$ cat src/hw/rtl/lpct_pkg.sv
// ----------------------------------------------------------------------------
// lpct_pkg: shared types and constants of the LRU page cache tag engine
// Entry count, field widths and the lookup summary passed between modules.
// ----------------------------------------------------------------------------
package lpct_pkg;

	localparam int MAX_ENTRIES = 16;
	localparam int SLOT_W      = $clog2(MAX_ENTRIES);
	localparam int OCC_W       = $clog2(MAX_ENTRIES + 1);
	localparam int PAGE_W      = 32;
	localparam int CAP_W       = 5;
	localparam int CAP_RESET   = 16;
	localparam int OUT_TDATA_W = 40;

	typedef logic [PAGE_W-1:0] page_t;
	typedef logic [SLOT_W-1:0] slot_t;
	typedef logic [SLOT_W-1:0] rank_t;
	typedef logic [OCC_W-1:0]  occ_t;
	typedef logic [CAP_W-1:0]  cap_t;

	// Result of one pass over the tag array
	typedef struct packed {
		logic  hit;
		slot_t hit_slot;
		slot_t lru_slot;
		slot_t free_slot;
	} lookup_t;

endpackage

$ cat src/hw/rtl/lpct_lookup.sv
// ----------------------------------------------------------------------------
// lpct_lookup: parallel tag match and slot selection
// Compares the page against every valid tag and picks the hit slot, the least
// recent slot and the lowest free slot.
// ----------------------------------------------------------------------------
module lpct_lookup
	import lpct_pkg::*;
(
	input  page_t                  page,
	input  page_t                  tags [MAX_ENTRIES],
	input  logic [MAX_ENTRIES-1:0] valid,
	input  rank_t                  ranks [MAX_ENTRIES],
	input  occ_t                   occ,
	output lookup_t                lkp
);

	rank_t lru_rank;

	// the oldest valid entry carries rank occ - 1
	assign lru_rank = rank_t'(occ - occ_t'(1));

	always_comb begin
		lkp = '0;
		// scan from the top so the lowest-numbered slot wins
		for (int i = MAX_ENTRIES - 1; i >= 0; i--) begin
			if (valid[i] && tags[i] == page) begin
				lkp.hit      = 1'b1;
				lkp.hit_slot = SLOT_W'(i);
			end
			if (valid[i] && ranks[i] == lru_rank) begin
				lkp.lru_slot = SLOT_W'(i);
			end
			if (!valid[i]) begin
				lkp.free_slot = SLOT_W'(i);
			end
		end
	end

endmodule

$ cat src/hw/rtl/lru_page_cache_tags_core.sv
// ----------------------------------------------------------------------------
// lru_page_cache_tags_core: tag and replacement engine of an LRU page cache
// Fully associative, sixteen slots, least-recently-used replacement.
// ----------------------------------------------------------------------------
// Usage:
//   s_tvalid/s_tready/s_tdata carry one page index per beat. Each beat yields
//   exactly one result beat on m_tvalid/m_tready: the slot now holding the
//   page in m_tdata, the hit flag and the evicted flag in m_tuser, and the
//   evicted page index (zero on a hit or a fill into a free slot).
//   cfg_valid/cfg_ready/cfg_data write the capacity in use; write it only
//   while no beat is in flight. Zero acts as one, values above sixteen as
//   sixteen. Lowering it below the occupancy makes each later miss evict.
// Timing:
//   An input beat is held in the s1 register; the tag match, slot choice and
//   rank update run combinationally from there into the output register.
//   One beat per cycle is sustained while m_tready stays high; the limit is
//   the combinational pass over the sixteen registered tags and ranks.
// Reset and stall:
//   arst_n empties the cache and restores capacity sixteen; no sweep is
//   needed. When m_tready is low the result holds, the s1 beat waits and
//   s_tready drops once s1 is occupied.
// ----------------------------------------------------------------------------
module lru_page_cache_tags_core
	import lpct_pkg::*;
(
	input  logic                   clk,
	input  logic                   arst_n,
	// input stream
	input  logic                   s_tvalid,
	output logic                   s_tready,
	input  logic [PAGE_W-1:0]      s_tdata,    // [31:0] page_index
	// result stream
	output logic                   m_tvalid,
	input  logic                   m_tready,
	output logic [OUT_TDATA_W-1:0] m_tdata,    // [3:0] slot, [35:4] evicted_index, rest 0
	output logic [1:0]             m_tuser,    // [0] hit, [1] evicted_valid
	// configuration
	input  logic                   cfg_valid,
	output logic                   cfg_ready,
	input  logic [CAP_W-1:0]       cfg_data    // [4:0] capacity_in_use
);

	localparam int CMP_W = OCC_W + CAP_W;

	// configuration
	cap_t cap_q;

	// input stage
	logic  s1_valid_q;
	page_t page_s1;

	// cache state
	page_t                  tags_q  [MAX_ENTRIES];
	rank_t                  ranks_q [MAX_ENTRIES];
	logic [MAX_ENTRIES-1:0] valid_q;
	occ_t                   occ_q;

	// result register
	logic  out_valid_q;
	logic  hit_q;
	slot_t slot_q;
	logic  ev_valid_q;
	page_t ev_index_q;

	// combinational pass
	lookup_t          lkp;
	logic             advance;
	logic             full;
	slot_t            sel_slot;
	logic [CMP_W-1:0] cap_eff;

	// Configuration is always taken
	assign cfg_ready = 1'b1;

	always_ff @(posedge clk or negedge arst_n) begin
		if (!arst_n) begin
			cap_q <= CAP_W'(CAP_RESET);
		end else if (cfg_valid) begin
			cap_q <= cfg_data;
		end
	end

	// Clamp the capacity into 1 .. MAX_ENTRIES
	always_comb begin
		if (cap_q == '0) begin
			cap_eff = CMP_W'(1);
		end else if (CMP_W'(cap_q) > CMP_W'(MAX_ENTRIES)) begin
			cap_eff = CMP_W'(MAX_ENTRIES);
		end else begin
			cap_eff = CMP_W'(cap_q);
		end
	end

	assign full = CMP_W'(occ_q) >= cap_eff;

	// Advance the s1 beat whenever the output register is free or draining
	assign advance  = s1_valid_q && (!out_valid_q || m_tready);
	assign s_tready = !s1_valid_q || advance;

	always_ff @(posedge clk or negedge arst_n) begin
		if (!arst_n) begin
			s1_valid_q <= 1'b0;
		end else if (s_tvalid && s_tready) begin
			s1_valid_q <= 1'b1;
		end else if (advance) begin
			s1_valid_q <= 1'b0;
		end
	end

	always_ff @(posedge clk) begin
		if (s_tvalid && s_tready) begin
			page_s1 <= s_tdata;
		end
	end

	lpct_lookup u_lookup (
		.page  (page_s1),
		.tags  (tags_q),
		.valid (valid_q),
		.ranks (ranks_q),
		.occ   (occ_q),
		.lkp   (lkp)
	);

	// Hit slot, else the least recent when full, else the lowest free slot
	always_comb begin
		if (lkp.hit) begin
			sel_slot = lkp.hit_slot;
		end else if (full) begin
			sel_slot = lkp.lru_slot;
		end else begin
			sel_slot = lkp.free_slot;
		end
	end

	// Control state: valid bits, ranks and occupancy
	always_ff @(posedge clk or negedge arst_n) begin
		if (!arst_n) begin
			valid_q <= '0;
			occ_q   <= '0;
			for (int i = 0; i < MAX_ENTRIES; i++) begin
				ranks_q[i] <= '0;
			end
		end else if (advance) begin
			if (!lkp.hit) begin
				valid_q[sel_slot] <= 1'b1;
				if (!full) begin
					occ_q <= occ_q + occ_t'(1);
				end
			end
			// Make the chosen slot most recent; age the ones ahead of it.
			// On a miss every other valid entry ages by one.
			for (int i = 0; i < MAX_ENTRIES; i++) begin
				if (SLOT_W'(i) == sel_slot) begin
					ranks_q[i] <= '0;
				end else if (valid_q[i] && (!lkp.hit || ranks_q[i] < ranks_q[sel_slot])) begin
					ranks_q[i] <= ranks_q[i] + rank_t'(1);
				end
			end
		end
	end

	// Tags: written on a miss only, read only while valid
	always_ff @(posedge clk) begin
		if (advance && !lkp.hit) begin
			tags_q[sel_slot] <= page_s1;
		end
	end

	// Result register
	always_ff @(posedge clk or negedge arst_n) begin
		if (!arst_n) begin
			out_valid_q <= 1'b0;
		end else if (advance) begin
			out_valid_q <= 1'b1;
		end else if (m_tready) begin
			out_valid_q <= 1'b0;
		end
	end

	always_ff @(posedge clk) begin
		if (advance) begin
			hit_q      <= lkp.hit;
			slot_q     <= sel_slot;
			ev_valid_q <= !lkp.hit && full;
			ev_index_q <= (!lkp.hit && full) ? tags_q[lkp.lru_slot] : '0;
		end
	end

	assign m_tvalid = out_valid_q;
	assign m_tuser  = {ev_valid_q, hit_q};
	assign m_tdata  = {(OUT_TDATA_W - PAGE_W - SLOT_W)'(0), ev_index_q, slot_q};

	// ------------------------------------------------------------------------
	// Assertions
	// ------------------------------------------------------------------------
	a_occ_matches_valid : assert property (@(posedge clk) disable iff (!arst_n)
		32'(occ_q) == $countones(valid_q))
		else $error("occupancy count disagrees with valid bits");

	a_occ_in_range : assert property (@(posedge clk) disable iff (!arst_n)
		32'(occ_q) <= MAX_ENTRIES)
		else $error("occupancy above entry count");

	a_evict_keeps_occ : assert property (@(posedge clk) disable iff (!arst_n)
		advance && !lkp.hit && full |=> $stable(occ_q))
		else $error("occupancy changed on an eviction");

	a_hit_no_evict : assert property (@(posedge clk) disable iff (!arst_n)
		out_valid_q && hit_q |-> !ev_valid_q && ev_index_q == '0)
		else $error("hit result reports an eviction");

	a_hold_when_stalled : assert property (@(posedge clk) disable iff (!arst_n)
		s1_valid_q && out_valid_q && !m_tready |=> s1_valid_q && $stable(page_s1))
		else $error("s1 beat lost while output stalled");

endmodule

$ cat config.mk
export PLATFORM = sky130hd
export DESIGN_NAME = lru_page_cache_tags_core
export DESIGN_NICKNAME = d
export VERILOG_FILES = /design/src/hw/rtl/lpct_pkg.sv /design/src/hw/rtl/lpct_lookup.sv /design/src/hw/rtl/lru_page_cache_tags_core.sv
export SDC_FILE = /design/constraint.sdc
export NUM_CORES = 2
export LEC_CHECK = 0
export ABC_AREA = 1
export BUFFER_PORTS_ARGS = -buffer_cell sky130_fd_sc_hd__buf_2
export CORE_ASPECT_RATIO = 0.5
export CORE_MARGIN = 2
export CORE_UTILIZATION = 51
export CTS_BUF_LIST = sky130_fd_sc_hd__clkbuf_16
export DETAILED_ROUTE_END_ITERATION = 8
export PLACE_DENSITY_LB_ADDON = 0.25
export SLEW_MARGIN = 40
export SYNTH_ARGS = -nofsm -noshare
export SYNTH_HDL_FRONTEND = slang
export SYNTH_SLANG_ARGS = --single-unit
$ cat constraint.sdc
create_clock -name clk -period 4.9 [get_ports clk]
set_input_delay 0.98 -clock clk [delete_from_list [all_inputs] [get_ports clk]]
set_output_delay 0.98 -clock clk [all_outputs]
set_load 0.005 [all_outputs]
* Yosys cells after proc, flatten, opt, wreduce, memory -nomap -nowiden
Cells that the tools add are included.
Storage, ports and cells: register bits after elaboration 674, output and inout bits 45, word-level logic and storage cells 347
Operators by class: add/sub/neg operators 18, $lt $le $gt $ge 23, equality and inequality tests 47, muxes and demuxes 99, bitwise gates (word level) 5, reductions and logical operators 113
Operator list (number):
- $bwmux W512 | 1
- $eq A32 B32 Y1 | 16
- $mux W4 | 68
- $bmux W32 S4 | 1
- $demux W32 S4 | 1
- $mux W32 | 3
- $mux W5 | 17
- $add A4 B1 Y4 const B | 16
- $eq A4 B4 Y1 | 16
- $lt A4 B4 Y1 | 16
- $logic_and A1 B1 Y1 | 54
- $reduce_bool A2 Y1 | 18
- $reduce_and A2 Y1 | 17
- $eq A4 B4 Y1 const A | 8
- $logic_or A1 B1 Y1 | 18
- $bmux W4 S4 | 1
- $eq A3 B4 Y1 const A | 4
- $or A16 B16 Y16 | 1
- $ge A5 B10 Y1 | 1
- $ge A5 B5 Y1 const B | 2
- $mux W10 | 1
- $not A4 Y5 | 2
- $eq A2 B4 Y1 const A | 2
- $add A5 B1 Y5 const B | 1
- 13 further kinds | 20

* Longest topological paths before layout
depth in word-level cells 30, depth in mapped cells 48, gate-level depth less buffers 45

* By module
Synthesis repeated with hierarchy kept, for this count alone.
Unflattened totals: cells, all modules 3940, area total of the unflattened synthesis 36905.4 um^2
By module, submodules not included:
- lru_page_cache_tags_core | times used 1, cells each 2484, area each 28868.9 um^2
- lpct_lookup | times used 1, cells each 1456, area each 8036.5 um^2

* Worst setup path after synthesis
No wires, ideal clock.
kind flip-flop to flip-flop, from reg, netlist name occ_q[0], to reg tags_q[32] (netlist name), enable pin, data arrival time 4.543 ns, data required time 4.479 ns, slack -0.064 ns, stages on the path, launching flop included 24, path buffers 4, period minus slack after synthesis 4.964 ns, cells stage by stage dfrtp_1 > buf_6 > inv_4 > buf_2 > ha_1 > buf_2 > buf_2 > nand2_1 > nand2_1 > a2111oi_2 > o21ai_1 > nand2_1 > nor2_1 > o21bai_1 > nand2_1 > nand2_2 > nand2_1 > a21oi_4 > nand4_4 > inv_1 > nand2_1 > nor2_1 > inv_1 > nor2_1
RTL lines:
- to (signal, indexed assignment) | RTL line lru_page_cache_tags_core.sv:166 | tags_q[sel_slot] <= page_s1;
- to (decl) | RTL line lru_page_cache_tags_core.sv:53 | page_t tags_q [MAX_ENTRIES];

* Final worst setup path
from reg page_s1[0], to reg ranks_q[34] (netlist name)
On the way: cells in the longest elaborated chain, start to end 28, elaborated cells on any way between the ends 61
Ends and longest elaborated chain:
- from (decl) | RTL line lru_page_cache_tags_core.sv:50 | page_t page_s1;
- from (signal assigned) | RTL line lru_page_cache_tags_core.sv:112 | page_s1 <= s_tdata;
- $eq A32 B32 Y1 | RTL line lpct_lookup.sv:26 | if (valid[i] && tags[i] == page) begin
- $logic_and A1 B1 Y1 | RTL line lpct_lookup.sv:26
- $mux W5 (15 in a row) | RTL line lpct_lookup.sv:26
- $mux W5 (*) | RTL line lpct_lookup.sv:26
- $mux W4 (*) | RTL line lru_page_cache_tags_core.sv:127 | if (lkp.hit) begin
- net sel_slot[0] | RTL line lru_page_cache_tags_core.sv:69 | slot_t sel_slot;
- $not A4 Y5 (not written as such) | RTL line lru_page_cache_tags_core.sv:156 | end else if (valid_q[i] && (!lkp.hit || ranks_q[i] < ranks_q[sel_slot])) begin
- $bmux W4 S4 | RTL line lru_page_cache_tags_core.sv:156
- $mux W4 (not written as such) (2 in a row) | RTL line lru_page_cache_tags_core.sv:156
- $lt A4 B4 Y1 | RTL line lru_page_cache_tags_core.sv:156
- $logic_or A1 B1 Y1 | RTL line lru_page_cache_tags_core.sv:156
- $logic_and A1 B1 Y1 | RTL line lru_page_cache_tags_core.sv:156
- $reduce_bool A2 Y1 (no line)
- $reduce_and A2 Y1 (no line)
- to (signal, indexed assignment) | RTL line lru_page_cache_tags_core.sv:157 | ranks_q[i] <= ranks_q[i] + rank_t'(1);
- to (decl) | RTL line lru_page_cache_tags_core.sv:54 | rank_t ranks_q [MAX_ENTRIES];
The timed path passes the listed nets; every way through them passes the cells marked *. The select of a mux whose other input is x is not followed. A chain may end at the register's enable or synchronous reset.

==> impl_results.md <==
* Status: finished with violations
* Critical path fanouts, max at 7
* GRT Max-Usage Layer: met2
* Initial core utilization at between 50% and 60%
* Post-synth EDFFs at slightly below 600
* Synth Flop Type: edfxtp_1
* Share of layout cells above drive strength 1 at 19.0%
* Horiz. Die Dim at approximately 380 um
* Flops & latches, synth at slightly below 700
* XOR/XNOR Fraction of Synth Area at approximately 3.6%
* Clk Latency, worst-skew pair at approximately 700 ps
* Met3 usage at between 10% and 20%
* I/O pin count at 87
* Router iterations before antenna repair at 8
* Area delta synth->final at 21.1%
* Placer congestion estimate at 1.08
* Die ar. at 74900 um^2
* WP data arrival at 5520 ps
* Core Area at slightly above 70000 um^2
* Most frequent cells in the layout: 792 x nand2_1, 582 x edfxtp_1, 438 x inv_1
* Fillers at ~6.0k
* Cell type of the slowest stage on the worst timing path: edfxtp_1
* Root Driver: clkbuf_16
* Via count at roughly 35k
* Total global routing overflow at 0
* Synthesized cell area at 37000 um^2
* Commonest non-fill, non-tap cell in the layout: nand2_1
* Post-synthesis cell type count at 62
* Antenna Nets Post-Route at 0
* Register area at 19800 um^2
* Crit-path max cell delay at 490 ps
* Initial antenna violation count at 9
* Number of H-tree levels at 2
* RSZ-0062 raised after global routing: true
* Adder-cell share of the synthesized area at 2.40%
* Largest net degree at the start of global routing at around 130
* Multi-input gate area at ~15000 um^2
* Final period util at 102%
* Top post-synthesis cells by area: edfxtp_1 47%, nand2_1 8.6%, dfrtp_1 6.2%, inv_1 4.4%, o21ai_0 4.2%
* Fmax at between 200 and 250 MHz
* CTS Buf Count at between 60 and 70
* Worst Setup Start Kind: flop
* Drt total wl at around 170000 um
* Synth top area share at 47.2%
* M2 GR Usage at 62.7%
* CP Class: reg -> reg
* Detailed placement HPWL at ~120000 um
* Cts hold-fix bufs at 0
* Fin. max-slew vios at 0
* Async SR Flop Fraction at between 10% and 20%
* Final core utilization at ~63%
* Clk sinks at 674
* Worst slew margin at 44.5%
* Starting DRT DRC Count at 6104
* Grt met1 use at between 60% and 70%
* # rows at 69
* Final setup fails at 52
* Vias in the first global route at 32.9k
* Register area share after synthesis at around 53%
* Die height at between 150 and 200 um
* Worst Skew at 45.1 ps
* Complex-gate fraction of the synthesized area at around 14%
* Worst hold path type: in -> async
* First-pass GRT wire length at between 200000 and 250000 um
* Post-synthesis cell count at around 4k
* Setup crit end kind: flop
* PortBufs at about 80
* Overall routing resource usage at roughly 44%
* CTS max path bufs at 3
* Clk slew on worst S/H paths at ~70 ps
* Cell mode on critical path: nand2_1
* DR WL/cell at between 30 and 40 um
* Final Hold Viols at 0
* Mux cell area share after synthesis at 0%
* Worst endpoint required time at 5440 ps
* Failing checks: negative setup slack
* Maxcap violations at 0
* CTS tree: done
* Via density at roughly 6.4
* Slew @ Worst Pin at approximately 830 ps
* Tmin final at 4980 ps
* Post-Synthesis Mean Instance Area at 9.05 um^2
* Largest family of logic cells by synthesized area: simple AND/OR/NAND/NOR gates
* Post-Synth Simple-Gate Area at 18.4%
* Yosys top cell by area: edfxtp_1
* Nets at 4594
* DRC at 0
* Yosys warns at 0
* Setup ws final at -81.1 ps
[through the flow]
stage / setup TNS, ps / setup slack, ps / instance area (um^2) / hold WS [ps] / cells
6_report: -1880 / -81.1 / 44800 / 256 / 5494
5_1_grt: -15830 / -307 / 44800 / 308 / 5491
4_1_cts: 0 / 10.9 / 44200 / 393 / 5474
3_5_place_dp: -19360 / -360 / 42100 / 518 / 5357
3_3_place_gp: -18310 / -377 / 42100 / 476 / 5357
2_1_floorplan: 0 / 13.5 / 37000 / 449 / 4090
[final timing paths]
| path | slack, ps | cells past startpoint | startpoint | endpoint |
|---|---|---|---|---|
| worst min-delay path | 260 | 1 | arst_n | ranks_q[15] |
| min in group clk | 450 | 1 | s_tdata[30] | page_s1[30] |
| max in group asynchronous | 3650 | 2 | arst_n | valid_q[6] |
| worst min register to register | 520 | 1 | occ_q[4] | occ_q[4] |
| worst max-delay path | -80 | 41 | page_s1[0] | ranks_q[34] |
| worst max register to register | -80 | 41 | page_s1[0] | ranks_q[34] |
[layer usage]
layer	part of all wire, %	up-vias
li1	-	15100
met5	0.027	-
met4	5.3	6
met1	38	16800
met2	42	2882
met3	15	472
[worst max-delay path, delay by kind of cell (launching register included)]
family,cells,cell delay (ps)
flip-flops,1,490
adder cells (fa/ha/maj),1,270
XOR/XNOR,1,190
buffers and inverters,5,770
AND/OR/NAND/NOR,31,2670
AO/OA/AOI/OAI,3,380
[final cells by class]
type,instances,area share [%]
Clock buffer,63,3.52
Antenna cell,4,0.0223
Timing Repair Buffer,545,11.2
Inverter,475,4.05
Sequential cell,674,44.2
Tap cell,958,2.68
Multi-Input combinational cell,2724,33.5
Clock inverter,51,0.897
[sequential cells by signal, indices dropped and copies added (netlist names)]
register    flops
cap_q           5
ev_index_q     32
ev_valid_q      1
hit_q           1
m_tvalid        1
occ_q           5
page_s1        32
ranks_q        64
s1_valid_q      1
slot_q          4
tags_q        512
valid_q        16
[cells by family after synthesis]
kind of cell               Yosys count
other                                2
DFF                                674
xor gates and xnor gates           152
AOI/OAI and AO/OA                  923
buffers and inverters              693
and+or+nand+nor                   1572
adders and majority gates           71
[cells in the mapped netlist (all sizes together), types with 2 or more instances]
library cell    n
nand2         859
edfxtp        582
inv           471
o21ai         345
nor2          285
nand3         238
o22ai         229
a21oi         221
buf           121
nand4         105
xor2          101
clkbuf         97
dfrtp          91
ha             71
o211ai         59
xnor2          51
nor4           32
nor3           22
or2            20
a221oi         19
a22o           12
o221ai         12
a2111oi         8
a211oi          7
and3            5
clkinv          4
o2111ai         4
and2            2
conb            2
nand3b          2
o21bai          2
[timing repair]
action / CTS / global route
gates cloned: 0 / 2
pin swaps: 6 / 62
setup endpoints to repair: 64 / 71
setup buffers: 3 / 15
resized for setup: 33 / 134
Power is not shown: default switching activity piles up to over one toggle a cycle in this logic, so the estimate is an artifact.
